$ cat config.mk
export PLATFORM = sky130hd
export DESIGN_NAME = cpu6502_execute_unit
export DESIGN_NICKNAME = d
export VERILOG_FILES = /design/src/rtl/c6502eu_pkg.sv /design/src/rtl/c6502eu_ram.sv /design/src/rtl/cpu6502_execute_unit.sv
export SDC_FILE = /design/constraint.sdc
export NUM_CORES = 2
export LEC_CHECK = 0
export ABC_AREA = 0
export BUFFER_PORTS_ARGS = -buffer_cell sky130_fd_sc_hd__buf_2
export CAP_MARGIN = 20
export CORE_MARGIN = 8
export CORE_UTILIZATION = 60
export CTS_BUF_LIST = sky130_fd_sc_hd__clkbuf_16
export DETAILED_ROUTE_END_ITERATION = 12
export PLACE_DENSITY = 0.77
export SLEW_MARGIN = 0
export SYNTH_ARGS = -nofsm -noshare
export SYNTH_HDL_FRONTEND = slang
export SYNTH_SLANG_ARGS = --single-unit
$ cat constraint.sdc
create_clock -name clk -period 26.2 [get_ports clk]
set_input_delay 1.31 -clock clk [delete_from_list [all_inputs] [get_ports clk]]
set_output_delay 1.31 -clock clk [all_outputs]
set_load 0.005 [all_outputs]
$ cat src/rtl/c6502eu_pkg.sv
// Shared types, operation codes and helpers for the 6502 execute unit.
// No dependencies.
package c6502eu_pkg;

	localparam int unsigned STACK_DEPTH = 256;
	localparam int unsigned STACK_AW    = $clog2(STACK_DEPTH);

	// status bit positions
	localparam int unsigned FL_C = 0;
	localparam int unsigned FL_Z = 1;
	localparam int unsigned FL_I = 2;
	localparam int unsigned FL_D = 3;
	localparam int unsigned FL_B = 4;
	localparam int unsigned FL_U = 5;
	localparam int unsigned FL_V = 6;
	localparam int unsigned FL_N = 7;

	localparam logic [7:0] FLAGS_RESET = 8'h20;
	localparam logic [7:0] SP_RESET    = 8'hFD;
	localparam logic [7:0] PUSH_BU     = 8'h30;

	localparam logic [5:0] OP_ADC = 6'd0;
	localparam logic [5:0] OP_SBC = 6'd1;
	localparam logic [5:0] OP_AND = 6'd2;
	localparam logic [5:0] OP_EOR = 6'd3;
	localparam logic [5:0] OP_ORA = 6'd4;
	localparam logic [5:0] OP_BIT = 6'd5;
	localparam logic [5:0] OP_ASL = 6'd6;
	localparam logic [5:0] OP_LSR = 6'd7;
	localparam logic [5:0] OP_ROL = 6'd8;
	localparam logic [5:0] OP_ROR = 6'd9;
	localparam logic [5:0] OP_CMP = 6'd10;
	localparam logic [5:0] OP_CPX = 6'd11;
	localparam logic [5:0] OP_CPY = 6'd12;
	localparam logic [5:0] OP_LDA = 6'd13;
	localparam logic [5:0] OP_LDX = 6'd14;
	localparam logic [5:0] OP_LDY = 6'd15;
	localparam logic [5:0] OP_STA = 6'd16;
	localparam logic [5:0] OP_STX = 6'd17;
	localparam logic [5:0] OP_STY = 6'd18;
	localparam logic [5:0] OP_TAX = 6'd19;
	localparam logic [5:0] OP_TXA = 6'd20;
	localparam logic [5:0] OP_TAY = 6'd21;
	localparam logic [5:0] OP_TYA = 6'd22;
	localparam logic [5:0] OP_TSX = 6'd23;
	localparam logic [5:0] OP_TXS = 6'd24;
	localparam logic [5:0] OP_INC = 6'd25;
	localparam logic [5:0] OP_DEC = 6'd26;
	localparam logic [5:0] OP_INX = 6'd27;
	localparam logic [5:0] OP_DEX = 6'd28;
	localparam logic [5:0] OP_INY = 6'd29;
	localparam logic [5:0] OP_DEY = 6'd30;
	localparam logic [5:0] OP_BCS = 6'd31;
	localparam logic [5:0] OP_BCC = 6'd32;
	localparam logic [5:0] OP_BEQ = 6'd33;
	localparam logic [5:0] OP_BNE = 6'd34;
	localparam logic [5:0] OP_BMI = 6'd35;
	localparam logic [5:0] OP_BPL = 6'd36;
	localparam logic [5:0] OP_BVS = 6'd37;
	localparam logic [5:0] OP_BVC = 6'd38;
	localparam logic [5:0] OP_JMP = 6'd39;
	localparam logic [5:0] OP_JSR = 6'd40;
	localparam logic [5:0] OP_RTS = 6'd41;
	localparam logic [5:0] OP_PHA = 6'd42;
	localparam logic [5:0] OP_PHP = 6'd43;
	localparam logic [5:0] OP_PLA = 6'd44;
	localparam logic [5:0] OP_PLP = 6'd45;
	localparam logic [5:0] OP_CLC = 6'd46;
	localparam logic [5:0] OP_CLD = 6'd47;
	localparam logic [5:0] OP_CLI = 6'd48;
	localparam logic [5:0] OP_CLV = 6'd49;
	localparam logic [5:0] OP_SEC = 6'd50;
	localparam logic [5:0] OP_SED = 6'd51;
	localparam logic [5:0] OP_SEI = 6'd52;
	localparam logic [5:0] OP_BRK = 6'd53;
	localparam logic [5:0] OP_RTI = 6'd54;
	localparam logic [5:0] OP_NOP = 6'd55;

	typedef enum logic [2:0] {
		ST_IDLE = 3'b001,
		ST_PUSH = 3'b010,
		ST_PULL = 3'b100
	} seq_state_t;

	typedef struct packed {
		logic        we;
		logic [15:0] wa;
		logic [7:0]  wd;
		logic [15:0] pc;
		logic [7:0]  a;
		logic [7:0]  x;
		logic [7:0]  y;
		logic [7:0]  p;
		logic [7:0]  s;
		logic [1:0]  extra;
		logic        hint;
	} result_t;

	function automatic logic [7:0] set_nz(input logic [7:0] p, input logic [7:0] v);
		logic [7:0] r;
		r       = p;
		r[FL_Z] = (v == 8'h00);
		r[FL_N] = v[7];
		return r;
	endfunction

endpackage

$ cat src/rtl/c6502eu_ram.sv
// Generic single-write, single-read RAM with registered read data.
// No dependencies.
module c6502eu_ram #(
	parameter int unsigned WIDTH = 8,
	parameter int unsigned DEPTH = 256
) (
	input  logic                     clk,
	input  logic                     we,
	input  logic [$clog2(DEPTH)-1:0] waddr,
	input  logic [WIDTH-1:0]         wdata,
	input  logic [$clog2(DEPTH)-1:0] raddr,
	output logic [WIDTH-1:0]         rdata
);

	logic [WIDTH-1:0] mem_q [DEPTH];

	always_ff @(posedge clk) begin
		if (we) begin
			mem_q[waddr] <= wdata;
		end
		rdata <= mem_q[raddr];
	end

endmodule

$ cat src/rtl/cpu6502_execute_unit.sv
// 6502 execute unit top level: register file, stack sequencer, output stage.
// Depends on c6502eu_pkg and c6502eu_ram.
//
//  channel   | handshake                  | payload
//  ----------+----------------------------+-------------------------------------
//  input     | in_valid / in_stall        | op operand effective_addr
//            |                            | branch_offset implied_mode raw_opcode
//            |                            | next_pc
//  output    | out_valid / out_stall      | write_* new_pc *_out extra_cycles
//            |                            | may_add_cycle
//  config    | irq_vector_we              | irq_vector_wdata
//
// Non-stack words execute in the accept cycle: one word per cycle while
// in_stall is low. PHA/PHP push one byte, JSR two, BRK three (one write per
// cycle); PLA/PLP pull one, RTS two, RTI three (one registered read per cycle).
// Reset clears A/X/Y, status to 0x20, SP to 0xFD and the per-entry valid bits
// of the stack page, so unwritten entries read as zero. A word is taken while
// the sequencer is idle and the output word is being taken or is empty.

module cpu6502_execute_unit (
	input  logic        clk,
	input  logic        arst_n,

	input  logic        in_valid,
	output logic        in_stall,
	input  logic [5:0]  op,
	input  logic [7:0]  operand,
	input  logic [15:0] effective_addr,
	input  logic [15:0] branch_offset,
	input  logic        implied_mode,
	input  logic [7:0]  raw_opcode,
	input  logic [15:0] next_pc,

	output logic        out_valid,
	input  logic        out_stall,
	output logic        write_enable,
	output logic [15:0] write_addr,
	output logic [7:0]  write_data,
	output logic [15:0] new_pc,
	output logic [7:0]  accumulator_out,
	output logic [7:0]  index_x_out,
	output logic [7:0]  index_y_out,
	output logic [7:0]  status_out,
	output logic [7:0]  stack_ptr_out,
	output logic [1:0]  extra_cycles,
	output logic        may_add_cycle,

	input  logic        irq_vector_we,
	input  logic [15:0] irq_vector_wdata
);

	// architectural registers
	logic [7:0]  a_q, x_q, y_q, p_q, s_q;
	logic [15:0] irq_q;

	// sequencer
	c6502eu_pkg::seq_state_t state_q;
	logic [1:0]  step_q;
	logic [1:0]  nacc_q;
	logic [5:0]  op_q;
	logic [15:0] ea_q, pc_q;
	logic [7:0]  b0_q, b1_q;

	// output stage
	logic                  ovalid_q;
	c6502eu_pkg::result_t  out_q;

	// stack store
	localparam int unsigned STK_AW_L = c6502eu_pkg::STACK_AW;
	logic [STK_AW_L-1:0] ram_waddr, ram_raddr;
	logic        ram_we;
	logic [7:0]  ram_wdata, ram_rdata;
	logic [c6502eu_pkg::STACK_DEPTH-1:0] vld_q;
	logic        rvld_q;
	logic [7:0]  rd_byte;

	logic        out_free, in_acc, in_is_stack, in_is_push, ram_re;
	logic [1:0]  in_nacc;
	logic        fin;
	c6502eu_pkg::result_t ex_res, st_res, load_res;
	logic        load;

	assign out_free = !ovalid_q || !out_stall;
	assign in_stall = (state_q != c6502eu_pkg::ST_IDLE) || !out_free;
	assign in_acc   = in_valid && !in_stall;

	// classify stack words
	always_comb begin
		in_is_stack = 1'b1;
		in_is_push  = 1'b0;
		in_nacc     = 2'd1;
		case (op)
			c6502eu_pkg::OP_PHA, c6502eu_pkg::OP_PHP: in_is_push = 1'b1;
			c6502eu_pkg::OP_JSR: begin
				in_is_push = 1'b1;
				in_nacc    = 2'd2;
			end
			c6502eu_pkg::OP_BRK: begin
				in_is_push = 1'b1;
				in_nacc    = 2'd3;
			end
			c6502eu_pkg::OP_PLA, c6502eu_pkg::OP_PLP: in_nacc = 2'd1;
			c6502eu_pkg::OP_RTS: in_nacc = 2'd2;
			c6502eu_pkg::OP_RTI: in_nacc = 2'd3;
			default: in_is_stack = 1'b0;
		endcase
	end

	// combinational execution of everything that leaves the stack alone
	always_comb begin
		logic [7:0] m, v, r;
		logic [8:0] t;
		logic [15:0] dest;
		logic take, br;
		m    = implied_mode ? a_q : operand;
		v    = (op == c6502eu_pkg::OP_SBC) ? ~m : m;
		t    = {1'b0, a_q} + {1'b0, v} + {8'd0, p_q[c6502eu_pkg::FL_C]};
		r    = 8'h00;
		take = 1'b0;
		br   = 1'b0;
		dest = next_pc + branch_offset;
		ex_res       = '0;
		ex_res.pc    = next_pc;
		ex_res.a     = a_q;
		ex_res.x     = x_q;
		ex_res.y     = y_q;
		ex_res.p     = p_q;
		ex_res.s     = s_q;
		case (op)
			c6502eu_pkg::OP_ADC, c6502eu_pkg::OP_SBC: begin
				ex_res.p[c6502eu_pkg::FL_C] = t[8];
				ex_res.p[c6502eu_pkg::FL_V] = (t[7] ^ a_q[7]) & (t[7] ^ v[7]);
				ex_res.a = t[7:0];
				ex_res.p = c6502eu_pkg::set_nz(ex_res.p, t[7:0]);
				ex_res.hint = 1'b1;
			end
			c6502eu_pkg::OP_AND, c6502eu_pkg::OP_EOR, c6502eu_pkg::OP_ORA: begin
				if (op == c6502eu_pkg::OP_AND) begin
					r = a_q & m;
				end else if (op == c6502eu_pkg::OP_EOR) begin
					r = a_q ^ m;
				end else begin
					r = a_q | m;
				end
				ex_res.a    = r;
				ex_res.p    = c6502eu_pkg::set_nz(p_q, r);
				ex_res.hint = 1'b1;
			end
			c6502eu_pkg::OP_BIT: begin
				ex_res.p[c6502eu_pkg::FL_Z] = ((a_q & m) == 8'h00);
				ex_res.p[c6502eu_pkg::FL_N] = m[7];
				ex_res.p[c6502eu_pkg::FL_V] = m[6];
			end
			c6502eu_pkg::OP_ASL, c6502eu_pkg::OP_LSR,
			c6502eu_pkg::OP_ROL, c6502eu_pkg::OP_ROR: begin
				if (op == c6502eu_pkg::OP_ASL) begin
					r = {m[6:0], 1'b0};
				end else if (op == c6502eu_pkg::OP_LSR) begin
					r = {1'b0, m[7:1]};
				end else if (op == c6502eu_pkg::OP_ROL) begin
					r = {m[6:0], p_q[c6502eu_pkg::FL_C]};
				end else begin
					r = {p_q[c6502eu_pkg::FL_C], m[7:1]};
				end
				ex_res.p = c6502eu_pkg::set_nz(p_q, r);
				ex_res.p[c6502eu_pkg::FL_C] =
					(op == c6502eu_pkg::OP_ASL || op == c6502eu_pkg::OP_ROL) ? m[7] : m[0];
				if (implied_mode) begin
					ex_res.a = r;
				end else begin
					ex_res.we = 1'b1;
					ex_res.wd = r;
				end
			end
			c6502eu_pkg::OP_CMP, c6502eu_pkg::OP_CPX, c6502eu_pkg::OP_CPY: begin
				if (op == c6502eu_pkg::OP_CMP) begin
					r = a_q;
				end else if (op == c6502eu_pkg::OP_CPX) begin
					r = x_q;
				end else begin
					r = y_q;
				end
				ex_res.p = c6502eu_pkg::set_nz(p_q, r - m);
				ex_res.p[c6502eu_pkg::FL_C] = (r >= m);
				ex_res.hint = (op == c6502eu_pkg::OP_CMP);
			end
			c6502eu_pkg::OP_LDA: begin
				ex_res.a = m; ex_res.p = c6502eu_pkg::set_nz(p_q, m); ex_res.hint = 1'b1;
			end
			c6502eu_pkg::OP_LDX: begin
				ex_res.x = m; ex_res.p = c6502eu_pkg::set_nz(p_q, m); ex_res.hint = 1'b1;
			end
			c6502eu_pkg::OP_LDY: begin
				ex_res.y = m; ex_res.p = c6502eu_pkg::set_nz(p_q, m); ex_res.hint = 1'b1;
			end
			c6502eu_pkg::OP_STA: begin ex_res.we = 1'b1; ex_res.wd = a_q; end
			c6502eu_pkg::OP_STX: begin ex_res.we = 1'b1; ex_res.wd = x_q; end
			c6502eu_pkg::OP_STY: begin ex_res.we = 1'b1; ex_res.wd = y_q; end
			c6502eu_pkg::OP_TAX: begin ex_res.x = a_q; ex_res.p = c6502eu_pkg::set_nz(p_q, a_q); end
			c6502eu_pkg::OP_TXA: begin ex_res.a = x_q; ex_res.p = c6502eu_pkg::set_nz(p_q, x_q); end
			c6502eu_pkg::OP_TAY: begin ex_res.y = a_q; ex_res.p = c6502eu_pkg::set_nz(p_q, a_q); end
			c6502eu_pkg::OP_TYA: begin ex_res.a = y_q; ex_res.p = c6502eu_pkg::set_nz(p_q, y_q); end
			c6502eu_pkg::OP_TSX: begin ex_res.x = s_q; ex_res.p = c6502eu_pkg::set_nz(p_q, s_q); end
			c6502eu_pkg::OP_TXS: ex_res.s = x_q;
			c6502eu_pkg::OP_INC, c6502eu_pkg::OP_DEC: begin
				r = (op == c6502eu_pkg::OP_INC) ? m + 8'd1 : m - 8'd1;
				ex_res.we = 1'b1;
				ex_res.wd = r;
				ex_res.p  = c6502eu_pkg::set_nz(p_q, r);
			end
			c6502eu_pkg::OP_INX, c6502eu_pkg::OP_DEX: begin
				r = (op == c6502eu_pkg::OP_INX) ? x_q + 8'd1 : x_q - 8'd1;
				ex_res.x = r;
				ex_res.p = c6502eu_pkg::set_nz(p_q, r);
			end
			c6502eu_pkg::OP_INY, c6502eu_pkg::OP_DEY: begin
				r = (op == c6502eu_pkg::OP_INY) ? y_q + 8'd1 : y_q - 8'd1;
				ex_res.y = r;
				ex_res.p = c6502eu_pkg::set_nz(p_q, r);
			end
			c6502eu_pkg::OP_BCS: begin br = 1'b1; take =  p_q[c6502eu_pkg::FL_C]; end
			c6502eu_pkg::OP_BCC: begin br = 1'b1; take = !p_q[c6502eu_pkg::FL_C]; end
			c6502eu_pkg::OP_BEQ: begin br = 1'b1; take =  p_q[c6502eu_pkg::FL_Z]; end
			c6502eu_pkg::OP_BNE: begin br = 1'b1; take = !p_q[c6502eu_pkg::FL_Z]; end
			c6502eu_pkg::OP_BMI: begin br = 1'b1; take =  p_q[c6502eu_pkg::FL_N]; end
			c6502eu_pkg::OP_BPL: begin br = 1'b1; take = !p_q[c6502eu_pkg::FL_N]; end
			c6502eu_pkg::OP_BVS: begin br = 1'b1; take =  p_q[c6502eu_pkg::FL_V]; end
			c6502eu_pkg::OP_BVC: begin br = 1'b1; take = !p_q[c6502eu_pkg::FL_V]; end
			c6502eu_pkg::OP_JMP: ex_res.pc = effective_addr;
			c6502eu_pkg::OP_CLC: ex_res.p[c6502eu_pkg::FL_C] = 1'b0;
			c6502eu_pkg::OP_CLD: ex_res.p[c6502eu_pkg::FL_D] = 1'b0;
			c6502eu_pkg::OP_CLI: ex_res.p[c6502eu_pkg::FL_I] = 1'b0;
			c6502eu_pkg::OP_CLV: ex_res.p[c6502eu_pkg::FL_V] = 1'b0;
			c6502eu_pkg::OP_SEC: ex_res.p[c6502eu_pkg::FL_C] = 1'b1;
			c6502eu_pkg::OP_SED: ex_res.p[c6502eu_pkg::FL_D] = 1'b1;
			c6502eu_pkg::OP_SEI: ex_res.p[c6502eu_pkg::FL_I] = 1'b1;
			c6502eu_pkg::OP_NOP: begin
				// absolute,X NOPs may cross a page
				ex_res.hint = (raw_opcode == 8'h1C) || (raw_opcode == 8'h3C) ||
					(raw_opcode == 8'h5C) || (raw_opcode == 8'h7C) ||
					(raw_opcode == 8'hDC) || (raw_opcode == 8'hFC);
			end
			default: ;
		endcase
		if (br && take) begin
			ex_res.pc    = dest;
			ex_res.extra = (dest[15:8] != next_pc[15:8]) ? 2'd2 : 2'd1;
		end
		if (!ex_res.we) begin
			ex_res.wa = 16'h0000;
		end else begin
			ex_res.wa = effective_addr;
		end
	end

	// stack sequencer: one RAM access per cycle
	logic [15:0] pc_m1, pc_p1;
	assign pc_m1   = pc_q - 16'd1;
	assign pc_p1   = pc_q + 16'd1;
	assign rd_byte = rvld_q ? ram_rdata : 8'h00;

	always_comb begin
		ram_we    = 1'b0;
		ram_waddr = s_q - {6'd0, step_q};
		ram_wdata = 8'h00;
		ram_re    = 1'b0;
		ram_raddr = s_q + 8'd1 + {6'd0, step_q};
		fin       = 1'b0;
		if (state_q == c6502eu_pkg::ST_PUSH) begin
			ram_we = 1'b1;
			fin    = (step_q == nacc_q - 2'd1);
			case (op_q)
				c6502eu_pkg::OP_PHA: ram_wdata = a_q;
				c6502eu_pkg::OP_PHP: ram_wdata = p_q | c6502eu_pkg::PUSH_BU;
				c6502eu_pkg::OP_JSR: ram_wdata = (step_q == 2'd0) ? pc_m1[15:8] : pc_m1[7:0];
				c6502eu_pkg::OP_BRK: begin
					if (step_q == 2'd0) begin
						ram_wdata = pc_p1[15:8];
					end else if (step_q == 2'd1) begin
						ram_wdata = pc_p1[7:0];
					end else begin
						ram_wdata = p_q | c6502eu_pkg::PUSH_BU;
					end
				end
				default: ram_wdata = 8'h00;
			endcase
		end else if (state_q == c6502eu_pkg::ST_PULL) begin
			ram_re = (step_q != nacc_q);
			fin    = (step_q == nacc_q);
		end
	end

	// final register update of a stack word
	always_comb begin
		st_res    = '0;
		st_res.pc = pc_q;
		st_res.a  = a_q;
		st_res.x  = x_q;
		st_res.y  = y_q;
		st_res.p  = p_q;
		st_res.s  = s_q;
		case (op_q)
			c6502eu_pkg::OP_PHA, c6502eu_pkg::OP_PHP: st_res.s = s_q - 8'd1;
			c6502eu_pkg::OP_JSR: begin
				st_res.s  = s_q - 8'd2;
				st_res.pc = ea_q;
			end
			c6502eu_pkg::OP_BRK: begin
				st_res.s  = s_q - 8'd3;
				st_res.pc = irq_q;
				st_res.p  = p_q;
				st_res.p[c6502eu_pkg::FL_I] = 1'b1;
				st_res.p[c6502eu_pkg::FL_B] = 1'b0;
			end
			c6502eu_pkg::OP_PLA: begin
				st_res.s = s_q + 8'd1;
				st_res.a = rd_byte;
				st_res.p = c6502eu_pkg::set_nz(p_q, rd_byte);
			end
			c6502eu_pkg::OP_PLP: begin
				st_res.s = s_q + 8'd1;
				st_res.p = rd_byte;
				st_res.p[c6502eu_pkg::FL_B] = 1'b0;
				st_res.p[c6502eu_pkg::FL_U] = 1'b1;
			end
			c6502eu_pkg::OP_RTS: begin
				st_res.s  = s_q + 8'd2;
				st_res.pc = {rd_byte, b0_q} + 16'd1;
			end
			c6502eu_pkg::OP_RTI: begin
				st_res.s  = s_q + 8'd3;
				st_res.pc = {rd_byte, b1_q};
				st_res.p  = b0_q;
				st_res.p[c6502eu_pkg::FL_B] = 1'b0;
				st_res.p[c6502eu_pkg::FL_U] = 1'b1;
			end
			default: ;
		endcase
	end

	assign load     = (in_acc && !in_is_stack) || fin;
	assign load_res = fin ? st_res : ex_res;

	c6502eu_ram #(
		.WIDTH(8),
		.DEPTH(c6502eu_pkg::STACK_DEPTH)
	) u_stack (
		.clk  (clk),
		.we   (ram_we),
		.waddr(ram_waddr),
		.wdata(ram_wdata),
		.raddr(ram_raddr),
		.rdata(ram_rdata)
	);

	always_ff @(posedge clk or negedge arst_n) begin
		if (!arst_n) begin
			a_q      <= 8'h00;
			x_q      <= 8'h00;
			y_q      <= 8'h00;
			p_q      <= c6502eu_pkg::FLAGS_RESET;
			s_q      <= c6502eu_pkg::SP_RESET;
			irq_q    <= 16'h0000;
			state_q  <= c6502eu_pkg::ST_IDLE;
			step_q   <= 2'd0;
			ovalid_q <= 1'b0;
			vld_q    <= '0;
			rvld_q   <= 1'b0;
		end else begin
			if (irq_vector_we) begin
				irq_q <= irq_vector_wdata;
			end
			if (ram_we) begin
				vld_q[ram_waddr] <= 1'b1;
			end
			if (ram_re) begin
				rvld_q <= vld_q[ram_raddr];
			end
			if (load) begin
				a_q <= load_res.a;
				x_q <= load_res.x;
				y_q <= load_res.y;
				p_q <= load_res.p;
				s_q <= load_res.s;
			end
			if (load) begin
				ovalid_q <= 1'b1;
			end else if (!out_stall) begin
				ovalid_q <= 1'b0;
			end
			case (state_q)
				c6502eu_pkg::ST_IDLE: begin
					step_q <= 2'd0;
					if (in_acc && in_is_stack) begin
						state_q <= in_is_push ? c6502eu_pkg::ST_PUSH : c6502eu_pkg::ST_PULL;
					end
				end
				c6502eu_pkg::ST_PUSH, c6502eu_pkg::ST_PULL: begin
					if (fin) begin
						state_q <= c6502eu_pkg::ST_IDLE;
						step_q  <= 2'd0;
					end else begin
						step_q <= step_q + 2'd1;
					end
				end
				default: state_q <= c6502eu_pkg::ST_IDLE;
			endcase
		end
	end

	// item latch and pulled bytes
	always_ff @(posedge clk) begin
		if (in_acc) begin
			op_q   <= op;
			ea_q   <= effective_addr;
			pc_q   <= next_pc;
			nacc_q <= in_nacc;
		end
		if (state_q == c6502eu_pkg::ST_PULL) begin
			if (step_q == 2'd1) begin
				b0_q <= rd_byte;
			end
			if (step_q == 2'd2) begin
				b1_q <= rd_byte;
			end
		end
		if (load) begin
			out_q <= load_res;
		end
	end

	assign out_valid       = ovalid_q;
	assign write_enable    = out_q.we;
	assign write_addr      = out_q.wa;
	assign write_data      = out_q.wd;
	assign new_pc          = out_q.pc;
	assign accumulator_out = out_q.a;
	assign index_x_out     = out_q.x;
	assign index_y_out     = out_q.y;
	assign status_out      = out_q.p;
	assign stack_ptr_out   = out_q.s;
	assign extra_cycles    = out_q.extra;
	assign may_add_cycle   = out_q.hint;

endmodule

==> results.sh <==
export IMPL_status="finished, violations left"
export IMPL_failed_checks="slew limit"
export IMPL_cts_hold_buf=0
export IMPL_drt_iter0_drc=7066
export IMPL_dr_total_vias=59800
export IMPL_criticalPathCategory="reg -> reg"
export IMPL_first_pass_iters=8
export IMPL_synth_top_family_by_area="multiplexers"
export IMPL_synthAdderAreaFrac_pct=1.25
export IMPL_grt_pass1_vias=60300
export IMPL_min_period_ns=7.82
export IMPL_post_drt_via_cell_ratio=6.70
export IMPL_synth_area_top_cells="edfxtp_1 62%, mux4_2 12%, dfrtp_1 7.3%"
export IMPL_critPathMaxFanout=109
export IMPL_syn_nets=6421
export IMPL_stdcell_count=8923
export IMPL_fin_skew_ns=0.106
export IMPL_synth_top_area_share_pct=61.6
export IMPL_synth_warnings=0
export IMPL_yosysMostFrequentCell="edfxtp_1"
export IMPL_place_gp_congestion=0.965
export IMPL_yosys_most_used_dff="edfxtp_1"
export IMPL_grt_max_degree=256
export IMPL_syn2layout_area_growth_pct=10.8
export IMPL_finalPower_mw=10.7
export IMPL_ys_ff_latch=2515
export IMPL_hold_path_class="reg -> reg"
export IMPL_finish_net_count=6564
export IMPL_yosysSeqAreaShare_pct=69.2
export IMPL_reg2reg_depth=16
export IMPL_setup_viol=0
export IMPL_postRouteAntennaNets=0
export IMPL_num_rows=154
export IMPL_synth_compound_gate_area_share_pct=4.86
export IMPL_power_density_mw_per_mm2=90.2
export IMPL_htree_levels=4
export IMPL_cp_end_kind="flop"
export IMPL_drv_max_cap_violation_count=0
export IMPL_grt_first_pass_wirelength_mm=394
export IMPL_leakage_nw=36.0
export IMPL_synthMuxAreaShare_pct=15.9
export IMPL_clock_path_buffers=3
export IMPL_dp_hpwl_mm=155
export IMPL_cts_buffers=233
export IMPL_syn_area_mm2=0.107
export IMPL_rsz0062_at_grt="no"
export IMPL_synth_cells=6229
export IMPL_path_clk_slew_ns=0.06
export IMPL_hold_depth=1
export IMPL_io_buffers=176
export IMPL_placed_cells=8473
export IMPL_synth_xor_area_share_pct=1.10
export IMPL_insertion_delay_ns=0.91
export IMPL_coreArea_mm2=0.176
export IMPL_die_area_mm2=0.192
export IMPL_synth_edf_count=2188
export IMPL_antenna_found_initial=5
export IMPL_grt_overflow=0
export IMPL_irDropWorstVdd_mv=0.146
export IMPL_yosysTopAreaCell="edfxtp_1"
export IMPL_finalCritPeriodShare_pct=29.8
export IMPL_clockRootBuffer="clkbuf_16"
export IMPL_drc=0
export IMPL_die_w_um=438
export IMPL_cts_tree="built"
export IMPL_slew_violations=84
export IMPL_cts_setup_buffers=0
export IMPL_worst_slew_pin_slew_ns=1.57
export IMPL_start_util_pct=60.4
export IMPL_routed_wl_mm=268
export IMPL_startpoint_type="flop"
export IMPL_final_setup_tns_ns=0
export IMPL_hold_viol=0
export IMPL_drive_gt1_share_pct=24.1
export IMPL_synth_common_cells="2188 x edfxtp_1, 576 x mux4_2, 414 x nor2_1, 339 x mux2i_1, 310 x dfrtp_1"
export IMPL_pin_count=178
export IMPL_synthSimpleGateAreaFrac_pct=6.01
export IMPL_synth_cell_type_count=95
export IMPL_max_freq_ghz=0.128
export IMPL_final_util_pct=67.0
export IMPL_cts_resized=0
export IMPL_nFillCells=11300
export IMPL_synthArstFlopShare_pct=12.7
export IMPL_route_detailed_wl_per_inst_um=30.1
export IMPL_cts_sinks=2515
export IMPL_die_h_um=438
export IMPL_synth_avg_cell_area_um2=17.1
export IMPL_worstPathArrival_ns=8.48
export IMPL_track_usage_pct=27.5
export IMPL_max_slew_margin_pct=-4.62
export IMPL_critPathRequiredTime_ns=26.86
-- cells in the final DEF (no fill, tap or decap), drive strengths merged, types with 11 or more instances in the layout --
cell type	netlist	layout
o21a	13	13
mux2	53	53
fa	11	11
dfrtp	310	310
xor2	45	45
a221oi	21	21
a211oi	144	144
nor2	414	414
ha	89	89
o211ai	27	27
and3	24	24
o21ai	126	126
or2	271	271
nor3	37	37
a21oi	258	258
buf	140	269
mux2i	340	340
clkinv	3	124
clkbuf	221	236
edfxtp	2188	2188
nor4	19	19
bufinv	0	27
a222oi	24	24
nand2	225	225
nand4	12	12
and2	151	151
nand2b	25	25
inv	79	131
xnor2	76	76
nor2b	19	19
o22ai	25	25
a21boi	13	13
a31oi	23	23
mux4	576	576
a22oi	13	13
nand3	40	40
a21o	17	17
-- registers in the layout (all words and copies together) (netlist names), 16 cells and up --
signal	cells
new_pc	16
u_stack.mem_q	2048
write_addr	16
vld_q	256
pc_q	16
irq_q	16
ea_q	16
-- layout make-up --
cell class / instances / area [µm²] / share of cell area, %
flip-flops and latches: 2515 / 73900 / 62.5
multi-input cells: 3271 / 31400 / 26.5
clock buffers: 236 / 5910 / 4.99
well taps: 2340 / 2930 / 2.48
clock inverters: 208 / 2020 / 1.70
repair buffers: 269 / 1870 / 1.58
inverters: 82 / 310 / 0.262
diodes: 2 / 5.00 / 0.00423
-- cells by family after synthesis --
group	after synthesis
AND/OR/NAND/NOR	1283
multiplexers	969
buffers and inverters	443
flip-flops	2515
adder cells (fa/ha/maj)	100
XOR/XNOR	124
AO/OA/AOI/OAI	795
-- routing by layer --
layer / routed length, µm / GRT usage (%) / part of all wire, %
met2: 129000 / 44.0 / 48
met5: 50 / 0 / 0.019
met1: 101000 / 37.4 / 38
met4: 12500 / 11.7 / 4.6
met3: 26100 / 5.73 / 9.7
-- path summary, 6_finish.rpt --
check                           start               end  slack (ns)
setup / recovery               s_q[1]  u_stack.rdata[4]       18.38
hold / removal             vld_q[223]        vld_q[223]        0.46
setup reg to reg               s_q[1]  u_stack.rdata[4]       18.38
hold reg to reg            vld_q[223]        vld_q[223]        0.46
max in group asynchronous      arst_n        vld_q[152]       24.27
min in group asynchronous      arst_n            a_q[7]        0.48
-- worst max-delay path: stages (launching register included) --
cell and delay (ns):
dfrtp_1 0.75, inv_1 0.28, ha_1 0.37, inv_1 0.07, fa_4 1.15, buf_12 0.57, buf_12 0.61, buf_4 0.60
buf_4 0.74, mux4_2 0.40, and2_1 0.17, a211oi_1 0.42, a21oi_1 0.13, mux2i_1 0.27, mux2i_1 0.18, mux2i_1 0.46
mux2i_1 0.27
-- report_power, final --
group          switching (mW)  internal, mW  total (mW)
logic                    1.66          1.10        2.76
registers              0.0997          4.36        4.46
clock network            1.53          1.92        3.45
total                    3.28          7.38        10.7
-- per-stage QoR --
| stage | setup WS [ns] | hold WS, ns | instance area (µm²) |
|---|---|---|---|
| final | 18.38 | 0.462 | 118000 |
| after global placement | 18.45 | 0.443 | 110000 |
| after global routing | 18.05 | 0.476 | 118000 |
| after detailed placement | 18.40 | 0.448 | 110000 |
| after floorplan | 15.01 | 0.434 | 107000 |
| after CTS | 18.38 | 0.463 | 118000 |
Note: power is estimated with default switching activity, not from simulation.
